$ cat src/sv/rrss_pkg.sv
// ----------------------------------------------------------------------------
// rrss_pkg
// Types and constants shared by the round-robin slice scheduler modules.
// ----------------------------------------------------------------------------
package rrss_pkg;

  // Field widths fixed by the command and result formats.
  localparam int unsigned TIME_BITS = 16;  // arrival, burst and quantum
  localparam int unsigned TIME_W    = 22;  // current time and per-process times
  localparam int unsigned TOTAL_W   = 27;  // running totals
  localparam int unsigned PID_W     = 6;
  localparam int unsigned CMD_W     = 2;

  localparam logic [TIME_W-1:0]  TIME_MAX  = {TIME_W{1'b1}};
  localparam logic [TOTAL_W-1:0] TOTAL_MAX = {TOTAL_W{1'b1}};

  // Command codes. Code 3 is unused and ignored.
  localparam logic [CMD_W-1:0] CMD_LOAD    = 2'd0;
  localparam logic [CMD_W-1:0] CMD_ADVANCE = 2'd1;
  localparam logic [CMD_W-1:0] CMD_CLEAR   = 2'd2;

  typedef struct packed {
    logic [CMD_W-1:0]     cmd;
    logic [TIME_BITS-1:0] arrival_time;
    logic [TIME_BITS-1:0] burst_time;
  } cmd_item_t;

  typedef struct packed {
    logic               status;
    logic [PID_W-1:0]   process_id;
    logic [TIME_W-1:0]  slice_end_time;
    logic               finished;
    logic [TIME_W-1:0]  turnaround;
    logic [TIME_W-1:0]  waiting;
    logic [TOTAL_W-1:0] total_turnaround;
    logic [TOTAL_W-1:0] total_waiting;
  } result_t;

  // One row of the process table.
  typedef struct packed {
    logic [TIME_BITS-1:0] arrival;
    logic [TIME_BITS-1:0] burst;
    logic [TIME_BITS-1:0] remaining;
  } entry_t;

  // Commands from the controller to the datapath.
  typedef struct packed {
    logic load;
    logic clear;
    logic scan_init;
    logic wrap;
    logic skip;
    logic take;
    logic run;
    logic calc_tat;
    logic calc_wait;
    logic add_wait;
    logic emit_idle;
    logic emit_slice;
  } ctrl_cmd_t;

  // Status from the datapath to the controller.
  typedef struct packed {
    logic pending;   // some loaded process still has work left
    logic at_end;    // scan position is past the last loaded entry
    logic eligible;  // entry under the scan position may run now
    logic done;      // the slice just taken completes its process
  } dp_status_t;

endpackage

$ cat src/sv/round_robin_slice_scheduler_unit.sv
// ----------------------------------------------------------------------------
// round_robin_slice_scheduler_unit
// Round-robin scheduler over a table of processes with arrival times.
// ----------------------------------------------------------------------------
//
// Channel   Direction  Handshake                      Payload
// command   in         start high while busy low      in_data_i (cmd_item_t)
// result    out        result_valid_o, one cycle      result_o (result_t)
// config    in         cfg_valid_i and cfg_ready_o    cfg_data_i (quantum)
//
// A load or clear command leaves the block idle, so it takes the next command
// in the following cycle. An advance keeps busy high while the scan examines
// table entries one at a time, starting at the saved scan position, and wraps
// at the end of each pass; a slice that does not finish its process then runs
// and is emitted, while one that does also computes its turnaround, its waiting
// time and the totals first. The scan covers at most the rest of the current
// pass, one full pass that runs nothing, and a third pass up to the earliest
// arrival, each entry read through the single read port of the process table.
// The result appears in the cycle after its last step.
// When no process has work left, the advance answers without raising busy.
// Reset clears counts, time, totals and the scan state; the table itself is
// not cleared and needs no sweep. The receiver cannot stall results, so each
// result is shown for exactly one cycle and the block never waits on it.
//
module round_robin_slice_scheduler_unit #(
  parameter int unsigned MAX_PROCS = 32
) (
  input  logic                            clk_i,
  input  logic                            rst_ni,
  input  logic                            start,
  output logic                            busy,
  input  rrss_pkg::cmd_item_t             in_data_i,
  output logic                            result_valid_o,
  output rrss_pkg::result_t               result_o,
  input  logic                            cfg_valid_i,
  output logic                            cfg_ready_o,
  input  logic [rrss_pkg::TIME_BITS-1:0]  cfg_data_i
);

  rrss_pkg::ctrl_cmd_t  ctrl_cmd;
  rrss_pkg::dp_status_t dp_status;
  logic                 cfg_we;

  // The quantum is only taken while no command is in progress.
  assign cfg_ready_o = ~busy;
  assign cfg_we      = cfg_valid_i & cfg_ready_o;

  // The controller decodes the command and walks the scan; it sees only the
  // status flags of the datapath.
  rrss_ctrl u_ctrl (
    .clk_i          (clk_i),
    .rst_ni         (rst_ni),
    .start          (start),
    .cmd_i          (in_data_i.cmd),
    .status_i       (dp_status),
    .cmd_o          (ctrl_cmd),
    .busy           (busy),
    .result_valid_o (result_valid_o)
  );

  // The datapath holds the table, the clock of the schedule, the totals and
  // the result register that stays stable while the strobe is high.
  rrss_datapath #(
    .MAX_PROCS (MAX_PROCS)
  ) u_datapath (
    .clk_i      (clk_i),
    .rst_ni     (rst_ni),
    .cfg_we_i   (cfg_we),
    .cfg_data_i (cfg_data_i),
    .in_data_i  (in_data_i),
    .cmd_i      (ctrl_cmd),
    .status_o   (dp_status),
    .result_o   (result_o)
  );

  // Loads, clears and unused codes never keep the block busy.
  a_short_cmd_idle : assert property (@(posedge clk_i) disable iff (!rst_ni)
    (start && !busy && (in_data_i.cmd != rrss_pkg::CMD_ADVANCE)) |=> !busy)
    else $error("short command left the block busy");

  // An idle answer names no process and finishes nothing.
  a_idle_result : assert property (@(posedge clk_i) disable iff (!rst_ni)
    (result_valid_o && result_o.status) |->
      ((result_o.process_id == '0) && !result_o.finished))
    else $error("idle result carries a process");

  // A slice result always follows a busy cycle of the scan.
  a_slice_after_busy : assert property (@(posedge clk_i) disable iff (!rst_ni)
    (result_valid_o && !result_o.status) |-> $past(busy))
    else $error("slice result without a preceding scan");

endmodule

$ cat src/sv/rrss_ctrl.sv
// ----------------------------------------------------------------------------
// rrss_ctrl
// Sequencer for the scheduler: decodes commands and steps the table scan.
// ----------------------------------------------------------------------------
module rrss_ctrl (
  input  logic                          clk_i,
  input  logic                          rst_ni,
  input  logic                          start,
  input  logic [rrss_pkg::CMD_W-1:0]    cmd_i,
  input  rrss_pkg::dp_status_t          status_i,
  output rrss_pkg::ctrl_cmd_t           cmd_o,
  output logic                          busy,
  output logic                          result_valid_o
);

  typedef enum logic [6:0] {
    ST_IDLE = 7'b0000001,
    ST_SCAN = 7'b0000010,
    ST_RUN  = 7'b0000100,
    ST_TAT  = 7'b0001000,
    ST_WAIT = 7'b0010000,
    ST_TOT  = 7'b0100000,
    ST_EMIT = 7'b1000000
  } state_e;

  state_e state_q, state_d;
  logic   strobe_q, strobe_d;

  assign busy           = (state_q != ST_IDLE);
  assign result_valid_o = strobe_q;

  always_comb begin
    state_d = state_q;
    cmd_o   = '0;
    unique case (state_q)
      ST_IDLE: begin
        if (start) begin
          unique case (cmd_i)
            rrss_pkg::CMD_LOAD:  cmd_o.load  = 1'b1;
            rrss_pkg::CMD_CLEAR: cmd_o.clear = 1'b1;
            rrss_pkg::CMD_ADVANCE: begin
              if (status_i.pending) begin
                cmd_o.scan_init = 1'b1;
                state_d         = ST_SCAN;
              end else begin
                cmd_o.emit_idle = 1'b1;
              end
            end
            default: ;
          endcase
        end
      end
      ST_SCAN: begin
        if (status_i.at_end) begin
          cmd_o.wrap = 1'b1;
        end else if (status_i.eligible) begin
          cmd_o.take = 1'b1;
          state_d    = ST_RUN;
        end else begin
          cmd_o.skip = 1'b1;
        end
      end
      ST_RUN: begin
        cmd_o.run = 1'b1;
        state_d   = status_i.done ? ST_TAT : ST_EMIT;
      end
      ST_TAT: begin
        cmd_o.calc_tat = 1'b1;
        state_d        = ST_WAIT;
      end
      ST_WAIT: begin
        cmd_o.calc_wait = 1'b1;
        state_d         = ST_TOT;
      end
      ST_TOT: begin
        cmd_o.add_wait = 1'b1;
        state_d        = ST_EMIT;
      end
      ST_EMIT: begin
        cmd_o.emit_slice = 1'b1;
        state_d          = ST_IDLE;
      end
      default: state_d = ST_IDLE;
    endcase
  end

  assign strobe_d = cmd_o.emit_idle | cmd_o.emit_slice;

  always_ff @(posedge clk_i or negedge rst_ni) begin
    if (!rst_ni) begin
      state_q  <= ST_IDLE;
      strobe_q <= 1'b0;
    end else begin
      state_q  <= state_d;
      strobe_q <= strobe_d;
    end
  end

endmodule

$ cat src/sv/rrss_datapath.sv
// ----------------------------------------------------------------------------
// rrss_datapath
// Process table, time keeping, slice arithmetic and the result register.
// ----------------------------------------------------------------------------
module rrss_datapath #(
  parameter int unsigned MAX_PROCS = 32
) (
  input  logic                            clk_i,
  input  logic                            rst_ni,
  input  logic                            cfg_we_i,
  input  logic [rrss_pkg::TIME_BITS-1:0]  cfg_data_i,
  input  rrss_pkg::cmd_item_t             in_data_i,
  input  rrss_pkg::ctrl_cmd_t             cmd_i,
  output rrss_pkg::dp_status_t            status_o,
  output rrss_pkg::result_t               result_o
);

  localparam int unsigned IDX_W = (MAX_PROCS > 1) ? $clog2(MAX_PROCS) : 1;
  localparam int unsigned CNT_W = $clog2(MAX_PROCS + 1);
  localparam logic [CNT_W-1:0] MAX_CNT = CNT_W'(MAX_PROCS);
  localparam int unsigned TB  = rrss_pkg::TIME_BITS;
  localparam int unsigned TW  = rrss_pkg::TIME_W;
  localparam int unsigned TOW = rrss_pkg::TOTAL_W;

  // Process table; no reset, only entries below the load count are used.
  rrss_pkg::entry_t mem [MAX_PROCS];
  rrss_pkg::entry_t rdata_q;
  logic             mem_we;
  logic [IDX_W-1:0] mem_waddr;
  logic [IDX_W-1:0] mem_raddr;
  rrss_pkg::entry_t mem_wdata;

  // Control state.
  logic [CNT_W-1:0] count_q, count_d;
  logic [CNT_W-1:0] pend_q, pend_d;
  logic [CNT_W-1:0] pos_q, pos_d;
  logic [TW-1:0]    time_q, time_d;
  logic             ran_q, ran_d;
  logic [TB-1:0]    pmin_q, pmin_d;
  logic [TOW-1:0]   sum_tat_q, sum_tat_d;
  logic [TOW-1:0]   sum_wt_q, sum_wt_d;
  logic [TB-1:0]    quant_q;

  // Payload of the slice in flight.
  rrss_pkg::entry_t ent_q, ent_d;
  logic [IDX_W-1:0] sel_q, sel_d;
  logic [TB-1:0]    run_q, run_d;
  logic             done_q, done_d;
  logic [TW-1:0]    tat_q, tat_d;
  logic [TW-1:0]    wt_q, wt_d;
  rrss_pkg::result_t res_q, res_d;

  logic [TW:0]      time_sum;
  logic [TOW:0]     tat_total;
  logic [TOW:0]     wt_total;
  logic [TW-1:0]    burst_ext;
  logic [IDX_W:0]   pid_full;

  assign time_sum  = {1'b0, time_q} + (TW + 1)'(run_q);
  assign tat_total = {1'b0, sum_tat_q} + (TOW + 1)'(tat_q);
  assign wt_total  = {1'b0, sum_wt_q} + (TOW + 1)'(wt_q);
  assign burst_ext = TW'(ent_q.burst);
  assign pid_full  = {1'b0, sel_q} + (IDX_W + 1)'(1);

  assign status_o.pending  = (pend_q != '0);
  assign status_o.at_end   = (pos_q >= count_q);
  assign status_o.eligible = (rdata_q.remaining != '0) && (TW'(rdata_q.arrival) <= time_q);
  assign status_o.done     = done_q;
  assign result_o          = res_q;

  always_comb begin
    count_d   = count_q;
    pend_d    = pend_q;
    pos_d     = pos_q;
    time_d    = time_q;
    ran_d     = ran_q;
    pmin_d    = pmin_q;
    sum_tat_d = sum_tat_q;
    sum_wt_d  = sum_wt_q;
    ent_d     = ent_q;
    sel_d     = sel_q;
    run_d     = run_q;
    done_d    = done_q;
    tat_d     = tat_q;
    wt_d      = wt_q;
    res_d     = res_q;
    mem_we    = 1'b0;
    mem_waddr = sel_q;
    mem_wdata = ent_q;

    if (cmd_i.clear) begin
      count_d   = '0;
      pend_d    = '0;
      pos_d     = '0;
      time_d    = '0;
      ran_d     = 1'b0;
      pmin_d    = '1;
      sum_tat_d = '0;
      sum_wt_d  = '0;
    end

    if (cmd_i.load && (count_q < MAX_CNT)) begin
      mem_we              = 1'b1;
      mem_waddr           = count_q[IDX_W-1:0];
      mem_wdata.arrival   = in_data_i.arrival_time;
      mem_wdata.burst     = in_data_i.burst_time;
      mem_wdata.remaining = in_data_i.burst_time;
      count_d             = count_q + CNT_W'(1);
      if (in_data_i.burst_time != '0) begin
        pend_d = pend_q + CNT_W'(1);
      end
    end

    if (cmd_i.scan_init) begin
      pmin_d = '1;
    end

    // End of a pass: a pass that ran nothing jumps to the earliest arrival.
    // Arrivals are narrower than the time, so the jump never saturates.
    if (cmd_i.wrap) begin
      if (!ran_q && (TW'(pmin_q) > time_q)) begin
        time_d = TW'(pmin_q);
      end
      ran_d  = 1'b0;
      pos_d  = '0;
      pmin_d = '1;
    end

    if (cmd_i.skip) begin
      pos_d = pos_q + CNT_W'(1);
      if ((rdata_q.remaining != '0) && (rdata_q.arrival < pmin_q)) begin
        pmin_d = rdata_q.arrival;
      end
    end

    if (cmd_i.take) begin
      sel_d  = pos_q[IDX_W-1:0];
      pos_d  = pos_q + CNT_W'(1);
      ran_d  = 1'b1;
      ent_d  = rdata_q;
      run_d  = (rdata_q.remaining > quant_q) ? quant_q : rdata_q.remaining;
      done_d = (rdata_q.remaining <= quant_q);
    end

    if (cmd_i.run) begin
      mem_we              = 1'b1;
      mem_waddr           = sel_q;
      mem_wdata           = ent_q;
      mem_wdata.remaining = ent_q.remaining - run_q;
      time_d              = time_sum[TW] ? rrss_pkg::TIME_MAX : time_sum[TW-1:0];
      if (done_q) begin
        pend_d = pend_q - CNT_W'(1);
      end
    end

    if (cmd_i.calc_tat) begin
      tat_d = time_q - TW'(ent_q.arrival);
    end

    if (cmd_i.calc_wait) begin
      wt_d      = (tat_q >= burst_ext) ? (tat_q - burst_ext) : '0;
      sum_tat_d = tat_total[TOW] ? rrss_pkg::TOTAL_MAX : tat_total[TOW-1:0];
    end

    if (cmd_i.add_wait) begin
      sum_wt_d = wt_total[TOW] ? rrss_pkg::TOTAL_MAX : wt_total[TOW-1:0];
    end

    if (cmd_i.emit_idle) begin
      res_d.status           = 1'b1;
      res_d.process_id       = '0;
      res_d.slice_end_time   = time_q;
      res_d.finished         = 1'b0;
      res_d.turnaround       = '0;
      res_d.waiting          = '0;
      res_d.total_turnaround = sum_tat_q;
      res_d.total_waiting    = sum_wt_q;
    end

    if (cmd_i.emit_slice) begin
      res_d.status           = 1'b0;
      res_d.process_id       = rrss_pkg::PID_W'(pid_full);
      res_d.slice_end_time   = time_q;
      res_d.finished         = done_q;
      res_d.turnaround       = done_q ? tat_q : '0;
      res_d.waiting          = done_q ? wt_q : '0;
      res_d.total_turnaround = sum_tat_q;
      res_d.total_waiting    = sum_wt_q;
    end
  end

  // The read address follows the next scan position, so the registered read
  // data holds the entry under the current scan position whenever it is inside the table.
  assign mem_raddr = (pos_d < MAX_CNT) ? pos_d[IDX_W-1:0] : '0;

  always_ff @(posedge clk_i) begin
    if (mem_we) begin
      mem[mem_waddr] <= mem_wdata;
    end
    rdata_q <= mem[mem_raddr];
  end

  always_ff @(posedge clk_i or negedge rst_ni) begin
    if (!rst_ni) begin
      count_q   <= '0;
      pend_q    <= '0;
      pos_q     <= '0;
      time_q    <= '0;
      ran_q     <= 1'b0;
      pmin_q    <= '1;
      sum_tat_q <= '0;
      sum_wt_q  <= '0;
      quant_q   <= TB'(1);
    end else begin
      count_q   <= count_d;
      pend_q    <= pend_d;
      pos_q     <= pos_d;
      time_q    <= time_d;
      ran_q     <= ran_d;
      pmin_q    <= pmin_d;
      sum_tat_q <= sum_tat_d;
      sum_wt_q  <= sum_wt_d;
      if (cfg_we_i) begin
        // A quantum of zero behaves as one.
        quant_q <= (cfg_data_i == '0) ? TB'(1) : cfg_data_i;
      end
    end
  end

  always_ff @(posedge clk_i) begin
    ent_q  <= ent_d;
    sel_q  <= sel_d;
    run_q  <= run_d;
    done_q <= done_d;
    tat_q  <= tat_d;
    wt_q   <= wt_d;
    res_q  <= res_d;
  end

endmodule
$ cat config.mk
export PLATFORM = sky130hd
export DESIGN_NAME = round_robin_slice_scheduler_unit
export DESIGN_NICKNAME = d
export VERILOG_FILES = /design/src/sv/rrss_pkg.sv /design/src/sv/round_robin_slice_scheduler_unit.sv /design/src/sv/rrss_ctrl.sv /design/src/sv/rrss_datapath.sv
export SDC_FILE = /design/constraint.sdc
export NUM_CORES = 2
export LEC_CHECK = 0
export BUFFER_PORTS_ARGS = -buffer_cell sky130_fd_sc_hd__buf_2
export CORE_MARGIN = 2
export CORE_UTILIZATION = 45
export CTS_CLUSTER_DIAMETER = 150
export DETAILED_ROUTE_END_ITERATION = 8
export PLACE_DENSITY = 0.57
export SLEW_MARGIN = 5
export SYNTH_ARGS = -nofsm -noshare
export SYNTH_HDL_FRONTEND = slang
export SYNTH_SLANG_ARGS = --single-unit
$ cat constraint.sdc
create_clock -name clk_i -period 8.4 [get_ports clk_i]
set_clock_uncertainty 0.1 [all_clocks]
set_input_delay 1.68 -clock clk_i [delete_from_list [all_inputs] [get_ports clk_i]]
set_output_delay 1.68 -clock clk_i [all_outputs]
set_load 0.005 [all_outputs]
# Yosys cells after proc, flatten, opt, wreduce, memory -nomap -nowiden
# Memories as Yosys holds them, arrays and structs flattened. A register that Yosys moved wholly into a read port is not among the register bits.
# Index checks and enable logic that the tools add are counted.
# classes
n_addsub,11
order_cmp,9
n_eq_ne,15
n_mux,71
n_bitwise,3
n_reduce_logical,16
# op_table
cell,count
127-bit two-way mux,2
22-bit two-way mux,7
27-bit two-way mux,5
16-bit two-way mux,7
48-bit two-way mux,2
6-bit two-way mux,11
27-bit by 22-bit adder with 28-bit output,2
22-bit by 16-bit subtractor with 22-bit output,2
7-bit two-way mux,6
7-bit case mux with 6 select lines,1
16-bit nonzero test,2
22-bit by 16-bit adder with 23-bit output,1
1-bit two-way mux,23
22-bit by 16-bit >= comparator with 1-bit output,1
16-bit by 22-bit greater-than comparator with 1-bit output,1
16-bit by 22-bit <= comparator with 1-bit output,1
"6-bit by 1-bit adder with 6-bit output, second input constant",3
16-bit greater-than comparator,1
16-bit <= comparator,1
16-bit logical NOT,1
16-bit < comparator,1
16-bit subtractor,1
5-bit two-way mux,3
"6-bit < comparator, second input constant",2
other kinds (26),38
# totals
reg_bits,377
mem_bits_rw,1536
elab_cells,153
memories,1
# mem_list
memory,depth,width,read_ports,rd_ports_with_merged_regs,wr,line,text
u_datapath.mem,32,48,1,1,1,rrss_datapath.sv:26,rrss_pkg::entry_t mem [MAX_PROCS];

# Longest topological paths before layout
# logic_depth
ltp_word,11
mapped_depth,17
ltp_nobuf,13

# By module
# A second synthesis with hierarchy kept.
# unflattened
cells_unflattened,6420
hier_area_um2,82734.3
# by_module_without_submodules
mod,instances,cells_each,area_each_um2,seq_area_each_um2
rrss_datapath,1,6368,82187.6,57541.4
rrss_ctrl,1,50,536.8,201.4
round_robin_slice_scheduler_unit,1,2,10.0,0.0

# Worst setup path before layout
# OpenSTA, ideal clock, no wires.
# synth_path
path_kind,input to register
from,input in_data_i[33] (netlist name)
to,memory u_datapath.mem[28][0] (netlist name) (enable)
t_arrival_ns,5.008
slack_ns,2.838
stages,7
path_buffers,2
path_cell_list,nand2b_1 or4_1 clkbuf_1 clkbuf_1 o31ai_1 nand2_1 nor2_1
# synth_between
elab_chain_len,9
# synth_lines
item,line,text
from (decl),round_robin_slice_scheduler_unit.sv:32,"input rrss_pkg::cmd_item_t in_data_i,"
2-bit logical NOT *,rrss_ctrl.sv:38,unique case (cmd_i)
1-bit two-way mux *,rrss_ctrl.sv:38,
3-bit two-way mux *,rrss_ctrl.sv:37,if (start) begin
3-bit two-way mux *,rrss_ctrl.sv:35,unique case (state_q)
1-bit logical AND *,rrss_datapath.sv:102,if (cmd_i.load && (count_q < MAX_CNT)) begin
1-bit two-way mux,rrss_datapath.sv:102,
1-bit two-way mux,rrss_datapath.sv:145,if (cmd_i.run) begin
1-bit two-way mux,rrss_datapath.sv:197,if (mem_we) begin
1-bit two-way mux (implied by the code),rrss_datapath.sv:198,mem[mem_waddr] <= mem_wdata;
to (decl),rrss_datapath.sv:26,
# Every way passes the cells marked *; elsewhere a longest branch is shown, timed or not.

# Final worst setup path
# layout_path
from,register u_ctrl.state_q[5]
to,memory u_datapath.mem[3][41] (netlist name) (enable)
# layout_between
elab_chain_len,7
# layout_lines
item,line,text
from (decl),rrss_ctrl.sv:26,"state_e state_q, state_d;"
from (signal assigned),rrss_ctrl.sv:94,state_q <= state_d;
7-bit by 1-bit equality test with 1-bit output,rrss_ctrl.sv:35,
3-bit two-way mux,rrss_ctrl.sv:35,
1-bit logical AND,rrss_datapath.sv:102,
1-bit two-way mux,rrss_datapath.sv:102,
1-bit two-way mux,rrss_datapath.sv:145,
1-bit two-way mux,rrss_datapath.sv:197,
1-bit two-way mux (implied by the code),rrss_datapath.sv:198,
# Several ways; a longest one is shown, not always the timed one.

==> impl_metrics.env <==
export IMPL_cts_tree="built"
export IMPL_ys_ff_latch=1961
export IMPL_dieHeight_um=433
export IMPL_synth_fp_nets=6458
export IMPL_initial_core_util=0.452
export IMPL_clk_pin_slew_ps=60
export IMPL_place_detailed_hpwl_um=152000
export IMPL_synthToLayoutAreaGrowth_pct=13.1
export IMPL_cts_buffers=198
export IMPL_grtUsageTotal=0.282
export IMPL_grt_pass1_wl_um=382000
export IMPL_ys_warn_count=0
export IMPL_postPlaceCellArea_um2=87200
export IMPL_grt_pass1_vias=53148
export IMPL_die_area_um2=188000
export IMPL_relSlewSlack=0.104
export IMPL_finalMaxSlewViolations=0
export IMPL_wl_um=269000
export IMPL_num_io_pins=185
export IMPL_core_area_um2=183000
export IMPL_antenna_found_initial=9
export IMPL_drive_above_1_share=0.134
export IMPL_cts_hold_buf=0
export IMPL_avgSynthCellArea_um2=13.3
export IMPL_fin_crit_ps=5690
export IMPL_synth_edff_count=1777
export IMPL_wire_per_inst_um=29.8
export IMPL_cp_data_required_time_ps=8760
export IMPL_worstMarginPinSlew_ps=1340
export IMPL_setup_viol=0
export IMPL_final_util=0.512
export IMPL_ir_worst_vdd_mv=0.285
export IMPL_nNetsFinal=6611
export IMPL_nFillCells=15626
export IMPL_min_to="u_datapath.burst_ext[3]"
export IMPL_fmax_mhz=176
export IMPL_fin_crit_sh=0.678
export IMPL_worstPathArrival_ps=6050
export IMPL_async_reset_ff_frac=0.0688
export IMPL_syn_inst=6216
export IMPL_synth_cell_types=84
export IMPL_rsz0062_at_grt="false"
export IMPL_p_leak_nw=33.0
export IMPL_hold_depth=0
export IMPL_final_cells=9011
export IMPL_worstSetupStartpointType="flop"
export IMPL_cts_setup_buffers=0
export IMPL_dr_pass1_iters=6
export IMPL_worst_hold_startpoint="u_datapath.rdata_q[19]"
export IMPL_cts_buffer_depth=3
export IMPL_reg2regPathDepth=6
export IMPL_final_area_um2=93700
export IMPL_clkLatencyLatePin_ps=860
export IMPL_vias=56022
export IMPL_drv_cap=0
export IMPL_cts_sinks=1961
export IMPL_grt_max_degree=183
export IMPL_crit_path_max_fanout=31
export IMPL_r2r_slack_ps=2710
export IMPL_outcome="finished clean"
export IMPL_gp_congestion=0.871
export IMPL_worstReg2RegEnd="u_datapath.mem[3][41]"
export IMPL_tns_ps=0
export IMPL_hold_path_class="flop to flop"
export IMPL_synth_area_um2=82800
export IMPL_ys_flop_type="edfxtp_1"
export IMPL_r2r_start="u_ctrl.state_q[5]"
export IMPL_crit_type="flop to flop"
export IMPL_htreeDepth=4
export IMPL_whs_ps=307
export IMPL_fp_dieW_um=433
export IMPL_yosysSeqAreaShare=0.697
export IMPL_hold_viol_final=0
export IMPL_rows=157
export IMPL_place_inst=8633
export IMPL_drtIter0Drc=7332
export IMPL_vias_per_cell=6.22
export IMPL_root_buffer="clkbuf_16"
export IMPL_pwr_density_cell_nw_per_um2=276
export IMPL_critical_path_endpoint_type="flop"
export IMPL_final_antenna_net_count=0
export IMPL_io_buffers=184
export IMPL_post_cts_resized=0
export IMPL_overflow=0
export IMPL_drc=0
==> cells in the final DEF, fill, tap and decap left out, drive strengths merged, types with 95 or more instances in the layout <==
master,instances
edfxtp,1777
nand2,716
buf,335
nor2,286
inv,266
o21ai,265
a21oi,261
clkbuf,252
nor3,239
and3,205
o22ai,197
ha,182
a31oi,163
dfrtp,117
a22oi,109
o221ai,104
a221oi,95
==> how the worst max path moves through the flow <==
stage                      startpoint                     end  slack, ps
finish              u_ctrl.state_q[5]   u_datapath.mem[3][41]       2710
global route        u_ctrl.state_q[5]  u_datapath.mem[12][12]       2520
floorplan               in_data_i[33]   u_datapath.mem[28][0]       2840
CTS                 u_ctrl.state_q[5]   u_datapath.mem[14][9]       2730
global placement        in_data_i[32]  u_datapath.rdata_q[10]       2350
detailed placement      in_data_i[32]   u_datapath.rdata_q[8]       2220
==> cell type report <==
type | instances | area [µm²] | area share
Clock buffer | 252 | 5260 | 0.0561
Clock inverter | 121 | 1180 | 0.0126
Sequential cell | 1961 | 57700 | 0.616
Tap cell | 2464 | 3080 | 0.0329
Antenna cell | 5 | 12.5 | 0.000134
Multi-Input combinational cell | 3620 | 23200 | 0.247
Inverter | 253 | 957 | 0.0102
Timing Repair Buffer | 335 | 2290 | 0.0244
==> flip-flops by register name, summed over array words and instances, names as in the netlist, 27 cells and up <==
signal	flops
u_datapath.ent_q	32
u_datapath.mem	1536
u_datapath.rdata_q	48
u_datapath.result_o	128
u_datapath.sum_tat_q	27
u_datapath.sum_wt_q	27
==> kinds of logic (layout without fill, tap and decap cells) <==
family	Yosys count	count (layout)	synth area share
other	0	5	0
AO/OA/AOI/OAI	1541	1541	0.128
buffers and inverters	635	961	0.0310
AND/OR/NAND/NOR	1741	1741	0.0977
adder cells (fa/ha/maj)	188	188	0.0289
XOR/XNOR	95	95	0.0100
flip-flops	1961	1961	0.697
multiplexers	55	55	0.00740
==> layer usage <==
| layer | GRT usage | share of wire | vias up |
|---|---|---|---|
| li1 | - | - | 24316 |
| met1 | 0.389 | 0.41 | 28470 |
| met2 | 0.446 | 0.46 | 2748 |
| met3 | 0.0499 | 0.091 | 482 |
| met4 | 0.110 | 0.040 | 6 |
| met5 | 0 | 0.00014 | - |
==> synthesized netlist by cell type (61+ instances only) <==
| cell type | number | area [µm²] |
|---|---|---|
| nor2_1 | 285 | 1070 |
| dfrtp_1 | 117 | 2930 |
| o22ai_1 | 196 | 1230 |
| clkbuf_1 | 251 | 942 |
| inv_1 | 251 | 942 |
| buf_2 | 87 | 435 |
| nor3_1 | 238 | 1190 |
| ha_1 | 182 | 2280 |
| and3_1 | 205 | 1280 |
| o21ai_0 | 237 | 1190 |
| nor4_1 | 69 | 432 |
| or3_1 | 61 | 382 |
| a31oi_1 | 163 | 1020 |
| o221ai_1 | 104 | 911 |
| edfxtp_1 | 1777 | 53400 |
| nand2_1 | 715 | 2680 |
| a21oi_1 | 260 | 1300 |
| a221oi_1 | 95 | 832 |
| a22oi_1 | 109 | 818 |
==> stage by stage <==
stage | setup WS, ps | total power (W)
after global placement | 2350 | 0.0171
after global routing | 2520 | 0.0268
after CTS | 2730 | 0.0259
after floorplan | 2840 | 0.0152
final | 2710 | 0.0259
after detailed placement | 2220 | 0.0172
==> power by group <==
part / leakage [nW] / switching [W] / internal (W)
sequential: 18.3 / 0.000559 / 0.0112
clock: 3.16 / 0.00384 / 0.00500
combinational: 11.6 / 0.00351 / 0.00177
==> worst max-delay path: stages (launching register included) <==
cell and delay (ps):
dfrtp_1 480, or4_1 720, or3_1 610, or4_1 920, o32a_1 750, nor2_4 850, buf_4 790
(Power assumes the default switching activity.)
